[src/rtl/core/ccd_pkg.sv]
package ccd_pkg;

  // default width of the command age counter
  localparam int AGE_WIDTH_DEF = 16;

  // crc-16 ccitt-false
  localparam logic [15:0] CRC_INIT = 16'hFFFF;
  localparam logic [15:0] CRC_POLY = 16'h1021;

  // register reset values
  localparam logic [7:0]  FIRST_SYNC_RST      = 8'hA5;
  localparam logic [7:0]  SECOND_SYNC_RST     = 8'h5A;
  localparam logic [7:0]  EXPECTED_LENGTH_RST = 8'd8;
  localparam logic [15:0] TIMEOUT_MS_RST      = 16'd500;

  // configuration register indexes
  localparam logic [7:0] REG_FIRST_SYNC      = 8'd0;
  localparam logic [7:0] REG_SECOND_SYNC     = 8'd1;
  localparam logic [7:0] REG_EXPECTED_LENGTH = 8'd2;
  localparam logic [7:0] REG_TIMEOUT_MS      = 8'd3;

  // frame status codes
  localparam logic [1:0] STAT_NONE    = 2'd0;
  localparam logic [1:0] STAT_GOOD    = 2'd1;
  localparam logic [1:0] STAT_BAD_LEN = 2'd2;
  localparam logic [1:0] STAT_BAD_CRC = 2'd3;

  // item modes
  localparam logic MODE_BYTE = 1'b0;
  localparam logic MODE_TICK = 1'b1;

  // last payload byte count (eight payload bytes per frame) and low crc byte count
  localparam logic [3:0] CNT_LAST_PAYLOAD = 4'd8;
  localparam logic [3:0] CNT_CRC_LOW      = 4'd9;

  typedef struct packed {
    logic       mode;
    logic [7:0] rx_byte;
  } in_item_t;

  typedef struct packed {
    logic        cmd_valid;
    logic [31:0] linear_bits;
    logic [31:0] angular_bits;
    logic [1:0]  frame_status;
  } out_item_t;

  typedef struct packed {
    logic [7:0]  first_sync;
    logic [7:0]  second_sync;
    logic [7:0]  expected_length;
    logic [15:0] timeout_ms;
  } cfg_regs_t;

  // frame event from the deframer to the command holder
  typedef struct packed {
    logic        good;
    logic [31:0] linear;
    logic [31:0] angular;
  } frame_evt_t;

  // one byte through the crc, msb first
  function automatic logic [15:0] crc_add(input logic [15:0] crc, input logic [7:0] b);
    logic [15:0] c;
    c = crc ^ {b, 8'h00};
    for (int k = 0; k < 8; k++) begin
      if (c[15]) c = {c[14:0], 1'b0} ^ CRC_POLY;
      else       c = {c[14:0], 1'b0};
    end
    return c;
  endfunction

endpackage

[src/rtl/core/ccd_deframer.sv]
module ccd_deframer import ccd_pkg::*; (
  input  logic       clk,
  input  logic       rst_n,
  input  logic       byte_en,
  input  logic [7:0] rx_byte,
  input  cfg_regs_t  cfg,
  output logic [1:0] status,
  output frame_evt_t frame_evt
);

  typedef enum logic [1:0] {PH_HUNT, PH_SYNC2, PH_FRAME} phase_t;

  phase_t      phase_r,       phase_nxt;
  logic [3:0]  byte_count_r,  byte_count_nxt;
  logic [15:0] crc_r,         crc_nxt;
  logic [7:0]  length_r,      length_nxt;
  logic [63:0] payload_r,     payload_nxt;
  logic [7:0]  crc_low_r,     crc_low_nxt;
  logic [15:0] crc_upd;
  logic [15:0] crc_start;
  logic [2:0]  lane;

  assign crc_upd   = crc_add(crc_r, rx_byte);
  assign crc_start = crc_add(CRC_INIT, rx_byte);
  assign lane      = byte_count_r[2:0] - 3'd1;

  // byte path next state
  always_comb begin
    phase_nxt      = phase_r;
    byte_count_nxt = byte_count_r;
    crc_nxt        = crc_r;
    length_nxt     = length_r;
    payload_nxt    = payload_r;
    crc_low_nxt    = crc_low_r;
    status         = STAT_NONE;
    frame_evt.good    = 1'b0;
    frame_evt.linear  = payload_r[31:0];
    frame_evt.angular = payload_r[63:32];
    if (byte_en) begin
      unique case (phase_r)
        PH_HUNT: begin
          if (rx_byte == cfg.first_sync) begin
            phase_nxt      = PH_SYNC2;
            byte_count_nxt = 4'd0;
            crc_nxt        = crc_start;
          end
        end
        PH_SYNC2: begin
          if (rx_byte == cfg.second_sync) begin
            phase_nxt      = PH_FRAME;
            byte_count_nxt = 4'd0;
            crc_nxt        = crc_upd;
          end else if (rx_byte == cfg.first_sync) begin
            // repeated first sync restarts the frame here
            phase_nxt      = PH_SYNC2;
            byte_count_nxt = 4'd0;
            crc_nxt        = crc_start;
          end else begin
            phase_nxt = PH_HUNT;
          end
        end
        PH_FRAME: begin
          if (byte_count_r == 4'd0) begin
            length_nxt     = rx_byte;
            payload_nxt    = '0;
            crc_nxt        = crc_upd;
            byte_count_nxt = 4'd1;
          end else if (byte_count_r <= CNT_LAST_PAYLOAD) begin
            for (int i = 0; i < 8; i++) begin
              if (lane == 3'(i)) payload_nxt[8*i +: 8] = rx_byte;
            end
            crc_nxt        = crc_upd;
            byte_count_nxt = byte_count_r + 4'd1;
          end else if (byte_count_r == CNT_CRC_LOW) begin
            crc_low_nxt    = rx_byte;
            byte_count_nxt = byte_count_r + 4'd1;
          end else begin
            // last crc byte: length check wins over crc check
            if (length_r != cfg.expected_length) begin
              status = STAT_BAD_LEN;
            end else if ({rx_byte, crc_low_r} != crc_r) begin
              status = STAT_BAD_CRC;
            end else begin
              status         = STAT_GOOD;
              frame_evt.good = 1'b1;
            end
            phase_nxt      = PH_HUNT;
            byte_count_nxt = 4'd0;
            crc_nxt        = CRC_INIT;
          end
        end
        default: begin
          phase_nxt = PH_HUNT;
        end
      endcase
    end
  end

  // state registers
  always_ff @(posedge clk) begin
    if (!rst_n) begin
      phase_r      <= PH_HUNT;
      byte_count_r <= 4'd0;
      crc_r        <= CRC_INIT;
    end else begin
      phase_r      <= phase_nxt;
      byte_count_r <= byte_count_nxt;
      crc_r        <= crc_nxt;
    end
  end

  // frame capture registers
  always_ff @(posedge clk) begin
    length_r  <= length_nxt;
    payload_r <= payload_nxt;
    crc_low_r <= crc_low_nxt;
  end

endmodule

[src/rtl/core/ccd_cmd_hold.sv]
module ccd_cmd_hold import ccd_pkg::*; #(
  parameter int AGE_WIDTH = AGE_WIDTH_DEF
) (
  input  logic        clk,
  input  logic        rst_n,
  input  logic        tick_en,
  input  frame_evt_t  frame_evt,
  input  logic [15:0] timeout_ms,
  output logic        cmd_valid,
  output logic [31:0] linear_bits,
  output logic [31:0] angular_bits
);

  localparam int CW = (AGE_WIDTH > 16) ? AGE_WIDTH : 16;

  logic                 valid_r,   valid_nxt;
  logic [31:0]          linear_r,  linear_nxt;
  logic [31:0]          angular_r, angular_nxt;
  logic [AGE_WIDTH-1:0] age_r,     age_nxt;
  logic [AGE_WIDTH-1:0] age_inc;

  // saturating age step
  assign age_inc = (age_r == {AGE_WIDTH{1'b1}}) ? age_r : age_r + 1'b1;

  always_comb begin
    valid_nxt   = valid_r;
    linear_nxt  = linear_r;
    angular_nxt = angular_r;
    age_nxt     = age_r;
    if (frame_evt.good) begin
      valid_nxt   = 1'b1;
      linear_nxt  = frame_evt.linear;
      angular_nxt = frame_evt.angular;
      age_nxt     = '0;
    end else if (tick_en && valid_r) begin
      age_nxt = age_inc;
      // timeout clears the command
      if (CW'(age_inc) > CW'(timeout_ms)) begin
        valid_nxt   = 1'b0;
        linear_nxt  = '0;
        angular_nxt = '0;
      end
    end
  end

  always_ff @(posedge clk) begin
    if (!rst_n) begin
      valid_r   <= 1'b0;
      linear_r  <= '0;
      angular_r <= '0;
      age_r     <= '0;
    end else begin
      valid_r   <= valid_nxt;
      linear_r  <= linear_nxt;
      angular_r <= angular_nxt;
      age_r     <= age_nxt;
    end
  end

  // held words are zero whenever the command is not valid
  assign cmd_valid    = valid_nxt;
  assign linear_bits  = valid_nxt ? linear_nxt  : 32'd0;
  assign angular_bits = valid_nxt ? angular_nxt : 32'd0;

endmodule

[src/rtl/core/crc_checked_command_deframer_top.sv]
// Serial command deframer. Each input transaction is one received byte
// (mode 0) or one millisecond tick (mode 1), and each gives exactly one
// result transaction. Frames are sync1, sync2, length, eight payload bytes
// and a little-endian CRC-16 CCITT-FALSE over the first eleven bytes; a
// repeated first sync byte restarts the frame. frame_status reports the
// outcome on the last CRC byte (1 accepted, 2 bad length, 3 bad CRC) and is
// 0 otherwise. A good frame latches two 32-bit little-endian words and sets
// cmd_valid; ticks age it, and once the age exceeds timeout_ms the command
// drops to zero. One transaction is taken per cycle unless a result waits
// on out_ready; the byte-wide CRC update and state step sit between the
// input handshake and the result register. Configuration writes are taken
// at any time with cfg_ready always high; unknown indexes are ignored.
module crc_checked_command_deframer_top import ccd_pkg::*; #(
  parameter int AGE_WIDTH = AGE_WIDTH_DEF
) (
  input  logic        clk,
  input  logic        rst_n,
  input  logic        in_valid,
  output logic        in_ready,
  input  in_item_t    in_data,
  output logic        out_valid,
  input  logic        out_ready,
  output out_item_t   out_data,
  input  logic        cfg_valid,
  output logic        cfg_ready,
  input  logic [7:0]  cfg_index,
  input  logic [15:0] cfg_data
);

  cfg_regs_t  cfg_r;
  logic       out_valid_r;
  out_item_t  out_data_r;
  logic       in_accept;
  logic       byte_en;
  logic       tick_en;
  logic [1:0] status;
  frame_evt_t frame_evt;
  logic       cmd_valid;
  logic [31:0] linear_bits;
  logic [31:0] angular_bits;

  // handshake: take a new transaction whenever the result slot frees up
  assign in_ready  = !out_valid_r || out_ready;
  assign in_accept = in_valid && in_ready;
  assign byte_en   = in_accept && (in_data.mode == MODE_BYTE);
  assign tick_en   = in_accept && (in_data.mode == MODE_TICK);
  assign cfg_ready = 1'b1;

  // configuration registers
  always_ff @(posedge clk) begin
    if (!rst_n) begin
      cfg_r.first_sync      <= FIRST_SYNC_RST;
      cfg_r.second_sync     <= SECOND_SYNC_RST;
      cfg_r.expected_length <= EXPECTED_LENGTH_RST;
      cfg_r.timeout_ms      <= TIMEOUT_MS_RST;
    end else if (cfg_valid) begin
      unique case (cfg_index)
        REG_FIRST_SYNC:      cfg_r.first_sync      <= cfg_data[7:0];
        REG_SECOND_SYNC:     cfg_r.second_sync     <= cfg_data[7:0];
        REG_EXPECTED_LENGTH: cfg_r.expected_length <= cfg_data[7:0];
        REG_TIMEOUT_MS:      cfg_r.timeout_ms      <= cfg_data;
        default: ;
      endcase
    end
  end

  ccd_deframer u_deframer (
    .clk       (clk),
    .rst_n     (rst_n),
    .byte_en   (byte_en),
    .rx_byte   (in_data.rx_byte),
    .cfg       (cfg_r),
    .status    (status),
    .frame_evt (frame_evt)
  );

  ccd_cmd_hold #(
    .AGE_WIDTH (AGE_WIDTH)
  ) u_cmd_hold (
    .clk          (clk),
    .rst_n        (rst_n),
    .tick_en      (tick_en),
    .frame_evt    (frame_evt),
    .timeout_ms   (cfg_r.timeout_ms),
    .cmd_valid    (cmd_valid),
    .linear_bits  (linear_bits),
    .angular_bits (angular_bits)
  );

  // result register
  always_ff @(posedge clk) begin
    if (!rst_n) begin
      out_valid_r <= 1'b0;
    end else if (in_accept) begin
      out_valid_r <= 1'b1;
    end else if (out_ready) begin
      out_valid_r <= 1'b0;
    end
  end

  always_ff @(posedge clk) begin
    if (in_accept) begin
      out_data_r.cmd_valid    <= cmd_valid;
      out_data_r.linear_bits  <= linear_bits;
      out_data_r.angular_bits <= angular_bits;
      out_data_r.frame_status <= status;
    end
  end

  assign out_valid = out_valid_r;
  assign out_data  = out_data_r;

endmodule
[config.mk]
export PLATFORM = sky130hd
export DESIGN_NAME = crc_checked_command_deframer_top
export DESIGN_NICKNAME = d
export VERILOG_FILES = /design/src/rtl/core/ccd_pkg.sv /design/src/rtl/core/ccd_deframer.sv /design/src/rtl/core/ccd_cmd_hold.sv /design/src/rtl/core/crc_checked_command_deframer_top.sv
export SDC_FILE = /design/constraint.sdc
export NUM_CORES = 1
export LEC_CHECK = 0
export ABC_AREA = 1
export BUFFER_PORTS_ARGS = -buffer_cell sky130_fd_sc_hd__buf_2
export CAP_MARGIN = 20
export CORE_MARGIN = 5
export CORE_UTILIZATION = 48
export DETAILED_ROUTE_END_ITERATION = 8
export GPL_TIMING_DRIVEN = 0
export PLACE_DENSITY = 0.69
export SYNTH_ARGS = -nofsm -noshare
export SYNTH_HDL_FRONTEND = slang
export SYNTH_SLANG_ARGS = --single-unit
[constraint.sdc]
create_clock -name clk -period 8.5 [get_ports clk]
set_input_delay 0.425 -clock clk [delete_from_list [all_inputs] [get_ports clk]]
set_output_delay 0.425 -clock clk [all_outputs]
set_load 0.05 [all_outputs]
==> results.md, run 1 <==
- Outcome: complete, no violations
- Synth Area in Adders: 0.02670
- Vias in the first global route: about 9300
- Root Driver: clkbuf_16
- Worst Skew: 0.01343 ns
- Min-Delay Path Class: input port to flop
- Nets@finish: 1667
- Post-synth EDFFs: 147
- Starting Density: 0.4869
- Pwr dens: 192.4 nW/um2
- Slew @ Worst Pin: between 1 and 1.5 ns
- Compound-Gate Fraction of Synth Area: 0.08220
- Clk_lat worst skew: 0.56 ns
- RSZ-0062 raised after global routing: no
- DIE HEIGHT: between 150 and 200 um
- Gpl congestion: approximately 0.9
- CTS tree: built
- Die area: between 30000 and 40000 um2
- Synth Area in Simple Gates: 0.2130
- Max transition margin: 0.3044
- GRT overflow: 0
- Critical path class: flop to flop
- Max-cap viol count: 0
- Yosys top cell area share: 0.3364
- RR Endpoint: out_data[18]
- Initial antenna violation count: 0
- Antenna cells: 0
- Worst-case reg-to-reg path depth: 18
- VDD IR max: 140.9 uV
- Top FF cell, synth: edfxtp_1
- Post-CTS Setup Repair Bufs: 0
- Vias per cell: roughly 5.0
- Pwr Total: between 2000 and 3000 uW
- DR vias: between 9000 and 10000
- Final hold vios: 0
- Pre-Repair DR Iteration Count: 5
- Antenna Violating Nets Remaining: 0
- Gate Count Post-Synth: between 1000 and 1500
- # port buffers: between 100 and 150
- Global-route wire length before repair: about 47000 um
- Hold path depth: 1
- Wire per inst: 14.66 um
- Synth top cells by count: nand2_1, inv_1, edfxtp_1, dfxtp_1, a21oi_1
- Lkg Pwr: around 0.007 uW
- Critical Path End Type: flop
- Cts hold-fix bufs: 0
- Startpoint types: flop
- Mux cell area share after synthesis: 0
- Post-synthesis sequential area ratio: 0.5561
- H-tree depth: 1
- Crit path DAT: 4.54 ns
- Clock Path Buffers: 3
- WHS Endpoint: u_deframer.length_r[0]
- GRT Total Usage: 0.1842
- Largest net degree at the start of global routing: 50
- Final setup vio count: 0
- DRT iter0 DRCs: 824
- Final period util: 0.4843
- Cell Area, Synth: approximately 13000 um2
- Clock Sinks: between 200 and 300
- Crit-path max FO: 10
- HP Start: in_data[0]
- Net Count, Synth: ~1500
- Row count: 60
- Area Growth Syn to Fin: 14.46%
- Synthesized area per cell: ~9 um2
- Post-cts sizing count: 0
- Worst r2r src: u_cmd_hold.age_r[0]
- R2R Setup Slk: between 4 and 5 ns
- Setup TNS: 0 ns
- Clock-pin slew on the worst setup and hold paths: ~0.060 ns
- DPL Wire Length: ~20000 um
- I/O Pins: ~110
- Chip Width: 175.3 um
- Crit path time final: around 4 ns
- Area leader, netlist: edfxtp_1
- Synthesis-stage register bit count: about 290
- Routed WL: 28800 um
- Warnings from Yosys: 0
- Layout cells sized above 1: 0.1491
- CTS buffer count: 30
- Xor/xnor share of the synthesized area: 0.04901
- Top area cells in the synthesized netlist: edfxtp_1, dfxtp_1, nand2_1, a21oi_1, inv_1
- Core area: 26950 um2
- Fmax achieved: between 200 and 250 MHz
- Cell with the most instances after synthesis: nand2_1
- Netlist cell types: 35
- Count of pins over their slew limit: 0
- WP data required: 8.93 ns
- Async SR Flop Fraction: 0
- DRC viols: 0
- Largest family of logic cells by synthesized area: simple AND/OR/NAND/NOR gates
-- metrics by stage --
stage	hold slack [ns]	cells	worst slack, ns	util	cell area, um2
6_report	0.08056	1964	4.383	0.5572	15020
5_1_grt	0.07415	1964	4.078	0.5572	15020
4_1_cts	0.06522	1964	4.444	0.5572	15020
3_5_place_dp	0.4618	1910	4.465	0.5234	14110
3_3_place_gp	0.4543	1908	3.976	0.5224	14080
2_1_floorplan	0.4353	1461	4.645	-	13120
-- power breakdown --
group	internal [uW]	switching, uW	total, uW
registers	1480	7.56	1490
logic	41.8	120	161
clock network	715	521	1240
-- cells in the final DEF, fill, tap and decap left out, types with 2 or more instances in the layout --
cell,instances
a211oi_1,5
a21oi_1,137
buf_1,2
buf_2,125
buf_4,15
buf_6,5
clkbuf_1,42
clkbuf_16,31
clkbuf_8,2
clkinv_1,3
clkinv_2,5
dfxtp_1,144
edfxtp_1,147
ha_1,28
inv_1,147
inv_2,6
nand2_1,466
nand3_1,52
nand3_2,40
nand4_1,6
nor2_1,68
nor2_2,3
nor3_1,5
nor4_1,2
o211ai_1,22
o21ai_0,34
or2_2,2
xnor2_1,36
xnor2_2,4
xor2_1,30
-- area by class of cell --
class / instances / area (um2)
Timing Repair Buffer: 108 / 558.0
Sequential cell: 291 / 7297
Multi-Input combinational cell: 947 / 4871
Clock buffer: 48 / 859.6
Fill cell: 2413 / 11930
Clock inverter: 6 / 52.55
Tap cell: 341 / 426.7
Inverter: 156 / 588.1
Buffer: 67 / 365.4
-- sequential cells by signal, summed over array words and instances, names as in the netlist --
signal / cells
u_deframer.crc_r: 16
u_deframer.phase_r: 2
out_data: 67
u_cmd_hold.valid_r: 1
u_cmd_hold.age_r: 16
u_cmd_hold.angular_r: 32
u_deframer.payload_r: 64
out_valid: 1
u_deframer.length_r: 8
cfg_r: 40
u_deframer.crc_low_r: 8
u_deframer.byte_count_r: 4
u_cmd_hold.linear_r: 32
-- cell families after synthesis --
logic type,Yosys count
AO/OA/AOI/OAI,201
XOR/XNOR,70
adder cells (fa/ha/maj),28
buffers and inverters,223
flip-flops,291
other,1
AND/OR/NAND/NOR,647
-- worst max-delay path: stages, from the launching register on --
cell and delay [ns]:
dfxtp_1 0.41, ha_1 0.23, nand2_1 0.10, nor3_2 0.28, nand2_1 0.13, nor2_1 0.23, inv_2 0.10, buf_2 0.20
nand2_1 0.15, ha_1 0.18, nand4_1 0.10, nor3_1 0.37, nand3_1 0.20, nand3_1 0.46, clkbuf_1 0.44, nand3_1 0.18
nand2_1 0.10, nand2_1 0.06, inv_1 0.06
-- how the worst max path moves through the flow --
stage	startpoint	end	slack, ns	depth (start not counted)
2_1_floorplan	out_valid	out_data[24]	4.65	11
3_3_place_gp	out_ready	out_data[4]	3.98	13
3_5_place_dp	u_cmd_hold.age_r[0]	out_data[18]	4.46	18
4_1_cts	u_cmd_hold.age_r[0]	out_data[18]	4.44	18
5_1_grt	u_cmd_hold.age_r[0]	out_data[21]	4.08	18
6_report	u_cmd_hold.age_r[0]	out_data[18]	4.38	18
-- layer usage --
| metal | up-vias | GRT usage | share of wire |
|---|---|---|---|
| li1 | 5021 | - | - |
| met1 | 4467 | 0.2475 | 0.45 |
| met2 | 214 | 0.3153 | 0.48 |
| met3 | 48 | 0.02626 | 0.053 |
| met4 | 0 | 0.04845 | 0.021 |
| met5 | - | 0 | 0 |
Power figures use the tool's default switching activity.
==> run 2: changes to the inputs <==
--- a/config.mk
+++ b/config.mk
@@ -5,14 +5,14 @@
 export SDC_FILE = /design/constraint.sdc
 export NUM_CORES = 1
 export LEC_CHECK = 0
-export ABC_AREA = 1
+export ABC_AREA = 0
 export BUFFER_PORTS_ARGS = -buffer_cell sky130_fd_sc_hd__buf_2
 export CAP_MARGIN = 20
 export CORE_MARGIN = 5
 export CORE_UTILIZATION = 48
 export DETAILED_ROUTE_END_ITERATION = 8
 export GPL_TIMING_DRIVEN = 0
-export PLACE_DENSITY = 0.69
+export PLACE_DENSITY = 0.72
 export SYNTH_ARGS = -nofsm -noshare
 export SYNTH_HDL_FRONTEND = slang
 export SYNTH_SLANG_ARGS = --single-unit
==> constraint.sdc (replaced) <==
create_clock -name clk -period 3.76 [get_ports clk]
set_input_delay 0.188 -clock clk [delete_from_list [all_inputs] [get_ports clk]]
set_output_delay 0.188 -clock clk [all_outputs]
set_load 0.05 [all_outputs]
==> run 2 against run 1 <==
  * Power increased by 140%
  * Register-to-register slack worse by 4.2 ns
  * Routed wire length increased by 13%
  * Largest power group unchanged
  * Maximum frequency grew 16%
==> results.md, run 2 <==
- RR Endpoint: out_data[66]
- Global-route wire length before repair: 52320 um (+12%)
- WP data required: 4.04 ns (-4.89 ns)
- Yosys top cell area share: 0.3392 (+0.002782)
- P_int: 5277 uW (+140%)
- Clock-pin slew on the worst setup and hold paths: 0.06 ns (about the same)
- Vias in the first global route: 9837 (+5.5%)
- Core area: 26800 um2 (-0.56%)
- Synth top cells by count: nand3_1, edfxtp_1, dfxtp_1, o21ai_0, nand2_1
- VDD IR max: 373.6 uV (+170%)
- Pwr dens: 441.0 nW/um2 (+130%)
- GRT overflow: 0 (unchanged)
- P_sw: 1548 uW (+140%)
- Worst r2r src: u_cmd_hold.age_r[2]
- Final hold vios: 0 (unchanged)
- Crit path DAT: 3.84 ns (-0.70 ns)
- Min-Delay Path Class: input port to flop
- Pre-Repair DR Iteration Count: 7 (+2)
- Lkg Pwr: 0.005815 uW (-17%)
- Netlist cell types: 58 (+66%)
- DRT iter0 DRCs: 1083 (+31%)
- CTS buffer count: 31 (+3.3%)
- Area Growth Syn to Fin: 18.94%
- Cell Area, Synth: 13010 um2 (-0.82%)
- Crit path time final: 3.562 ns (-0.5545 ns)
- HP Start: in_valid
- DR vias: 10150 (+4.1%)
- Worst Skew: 0.02845 ns (+0.01502 ns)
- DIE HEIGHT: 174.7 um (-0.39%)
- WHS Endpoint: out_valid
- Dpl ws: -0.5871 ns (-5.052 ns)
- Net Count, Synth: 1327 (-13%)
- Startpoint types: flop
- Hold path depth: 3 (+2)
- Final period util: 0.9474 (+0.4631)
- DPL Wire Length: 21990 um (+7.2%)
- Starting Density: 0.4856 (-0.001287)
- Crit-path max FO: 10 (unchanged)
- Row count: 60 (unchanged)
- Async SR Flop Fraction: 0 (unchanged)
- Post-synthesis sequential area ratio: 0.5607 (+0.004598)
- Gate Count Post-Synth: 1261 (-14%)
- Layout cells sized above 1: 0.1809 (+0.03177)
- Slew @ Worst Pin: 1.037 ns (-0.002807 ns)
- Outcome: complete, no violations
- Most frequent cells in the layout: nand3_1, edfxtp_1, dfxtp_1
- Finished Layout Cells: 1795 (-8.6%)
- Switching share of power: 0.2268 (+0.002389)
- Area leader, netlist: edfxtp_1
- Chip Width: 174.7 um (-0.39%)
- CTS tree: built
- Synthesized area per cell: 10.32 um2 (+15%)
- Post-synth EDFFs: 147 (unchanged)
- Warnings from Yosys: 0 (unchanged)
- Post-route setup slack: 0.1977 ns (-4.186 ns)
- Top area cells in the synthesized netlist: edfxtp_1, dfxtp_1, nand3_1, o21ai_0, xnor2_1
- Synthesis-stage register bit count: 291 (unchanged)
- H-tree depth: 1 (unchanged)
- DRC viols: 0 (unchanged)
- Clock Path Buffers: 3 (unchanged)
- R2R Setup Slk: 0.20 ns (-4.19 ns)
- Dpl cells: 1710 (-10%)
- Clk_lat worst skew: 0.56 ns (about the same)
- Sequential fraction of design power: 0.493 (-0.023)
- # port buffers: 106 (unchanged)
- Routed WL: 32560 um (+13%)
- Clock Sinks: 291 (unchanged)
- Initial antenna violation count: 1 (+1)
- Worst hold slack: 0.04241 ns (-0.03816 ns)
- Clock share of power: 0.446 (+0.018)
- Critical path class: flop to flop
- Cell with the most instances after synthesis: nand3_1
- Fmax achieved: 280.7 MHz (+16%)
- GRT Total Usage: 0.2086 (+0.02436)
- Root Driver: clkbuf_16
- Commonest non-fill, non-tap cell in the layout: nand3_1
- Placed inst area: 14020 um2 (-0.62%)
- Wire per inst: 18.14 um (+24%)
- Largest net degree at the start of global routing: 35 (-30%)
- Critical Path End Type: flop
- Antenna Violating Nets Remaining: 0 (unchanged)
- Vias per cell: 5.655 (+14%)
- Antenna cells: 0 (unchanged)
- # fillers: 2186 (-9.4%)
- Nets@finish: 1496 (-10%)
- Count of pins over their slew limit: 0 (unchanged)
- Comb power frac: 0.061 (+0.005)
- I/O Pins: 108 (unchanged)
- Max transition margin: 0.3063 (+0.001878)
- Worst-case reg-to-reg path depth: 19 (+1)
- Final setup vio count: 0 (unchanged)
- Top FF cell, synth: edfxtp_1
- Gpl congestion: 0.8823 (-2.1%)
- Die area: 30500 um2 (-0.77%)
- Max-cap viol count: 0 (unchanged)
- Final instance area: 15480 um2 (+3.1%)
- Largest register FFs: 67 (unchanged)
run 2: cell type report:
class                   count  area, um2  share of cell area
flip-flops and latches    291       7302              0.4717
multi-input cells         844       5194              0.3355
clock buffers              41      863.3             0.05578
repair buffers            138      855.8             0.05529
plain buffers              94      560.5             0.03621
well taps                 341      426.7             0.02756
clock inverters            16      163.9             0.01059
inverters                  30      112.6            0.007275
run 2: stage by stage:
step / TNS [ns] / power, uW / utilization
floorplan: 0 / 3701 / -
global placement: -39.37 / 3821 / 0.5214
detailed placement: -42.20 / 3830 / 0.5231
CTS: 0 / 6869 / 0.5746
global route: -0.02802 / 7049 / 0.5775
finish: 0 / 6826 / 0.5775
run 2: layer usage:
metal / share of wire / vias to the layer above / GRT usage
li1: - / 4850 / -
met4: 0.027 / 2 / 0.05827
met5: 0.00021 / - / 0
met1: 0.42 / 4784 / 0.2816
met2: 0.48 / 442 / 0.3547
met3: 0.076 / 72 / 0.02878
run 2: kinds of logic after synthesis:
kind of cell | Yosys count | share of synthesized area
fa+ha+maj | 28 | 0.02692
other cells | 1 | 0.0002882
mux | 48 | 0.03711
simple gates | 455 | 0.1663
flops | 291 | 0.5607
compound gates | 225 | 0.1004
buf+inv | 126 | 0.04971
xor+xnor | 87 | 0.05855
run 2: repair_timing:
item | 4_1_cts | 5_1_grt
setup endpoints to repair | 120 | 122
cloned | 0 | 0
pin swaps | 1 | 1
hold buffers | 24 | 0
resized for setup | 52 | 56
setup buffers | 6 | 0
hold endpoints to repair | 55 | 0
run 2: how the worst max path moves through the flow:
stage | start | end | slack [ns] | cells past startpoint
after floorplan | u_cmd_hold.age_r[6] | out_data[2] | 0.40 | 15
after global placement | u_cmd_hold.age_r[6] | out_data[33] | -0.56 | 15
after detailed placement | u_cmd_hold.age_r[6] | out_data[33] | -0.59 | 15
after CTS | u_cmd_hold.age_r[6] | out_data[5] | 0.007 | 14
after global routing | u_cmd_hold.age_r[2] | out_data[66] | -0.03 | 19
final | u_cmd_hold.age_r[2] | out_data[66] | 0.20 | 19
run 2: power by group through the flow:
stage	clock network (uW)	logic [uW]	registers, uW
after global placement	0	386	3440
after global routing	3240	445	3370
final	3040	420	3360
after floorplan	0	149	3550
after CTS	3090	419	3360
after detailed placement	0	398	3430
run 2: critical path, stage by stage, from the launching register on:
cell and delay [ns]:
dfxtp_1 0.31, clkbuf_4 0.17, and4_4 0.24, nand2_1 0.08, or3_4 0.42, buf_4 0.19, nand4_1 0.11, xnor2_1 0.09
ha_1 0.35, o211ai_1 0.12, a211oi_2 0.25, o31ai_2 0.10, buf_4 0.14, buf_4 0.12, buf_4 0.12, buf_4 0.11
buf_4 0.12, buf_4 0.12, nand3_1 0.09, nand2_1 0.09
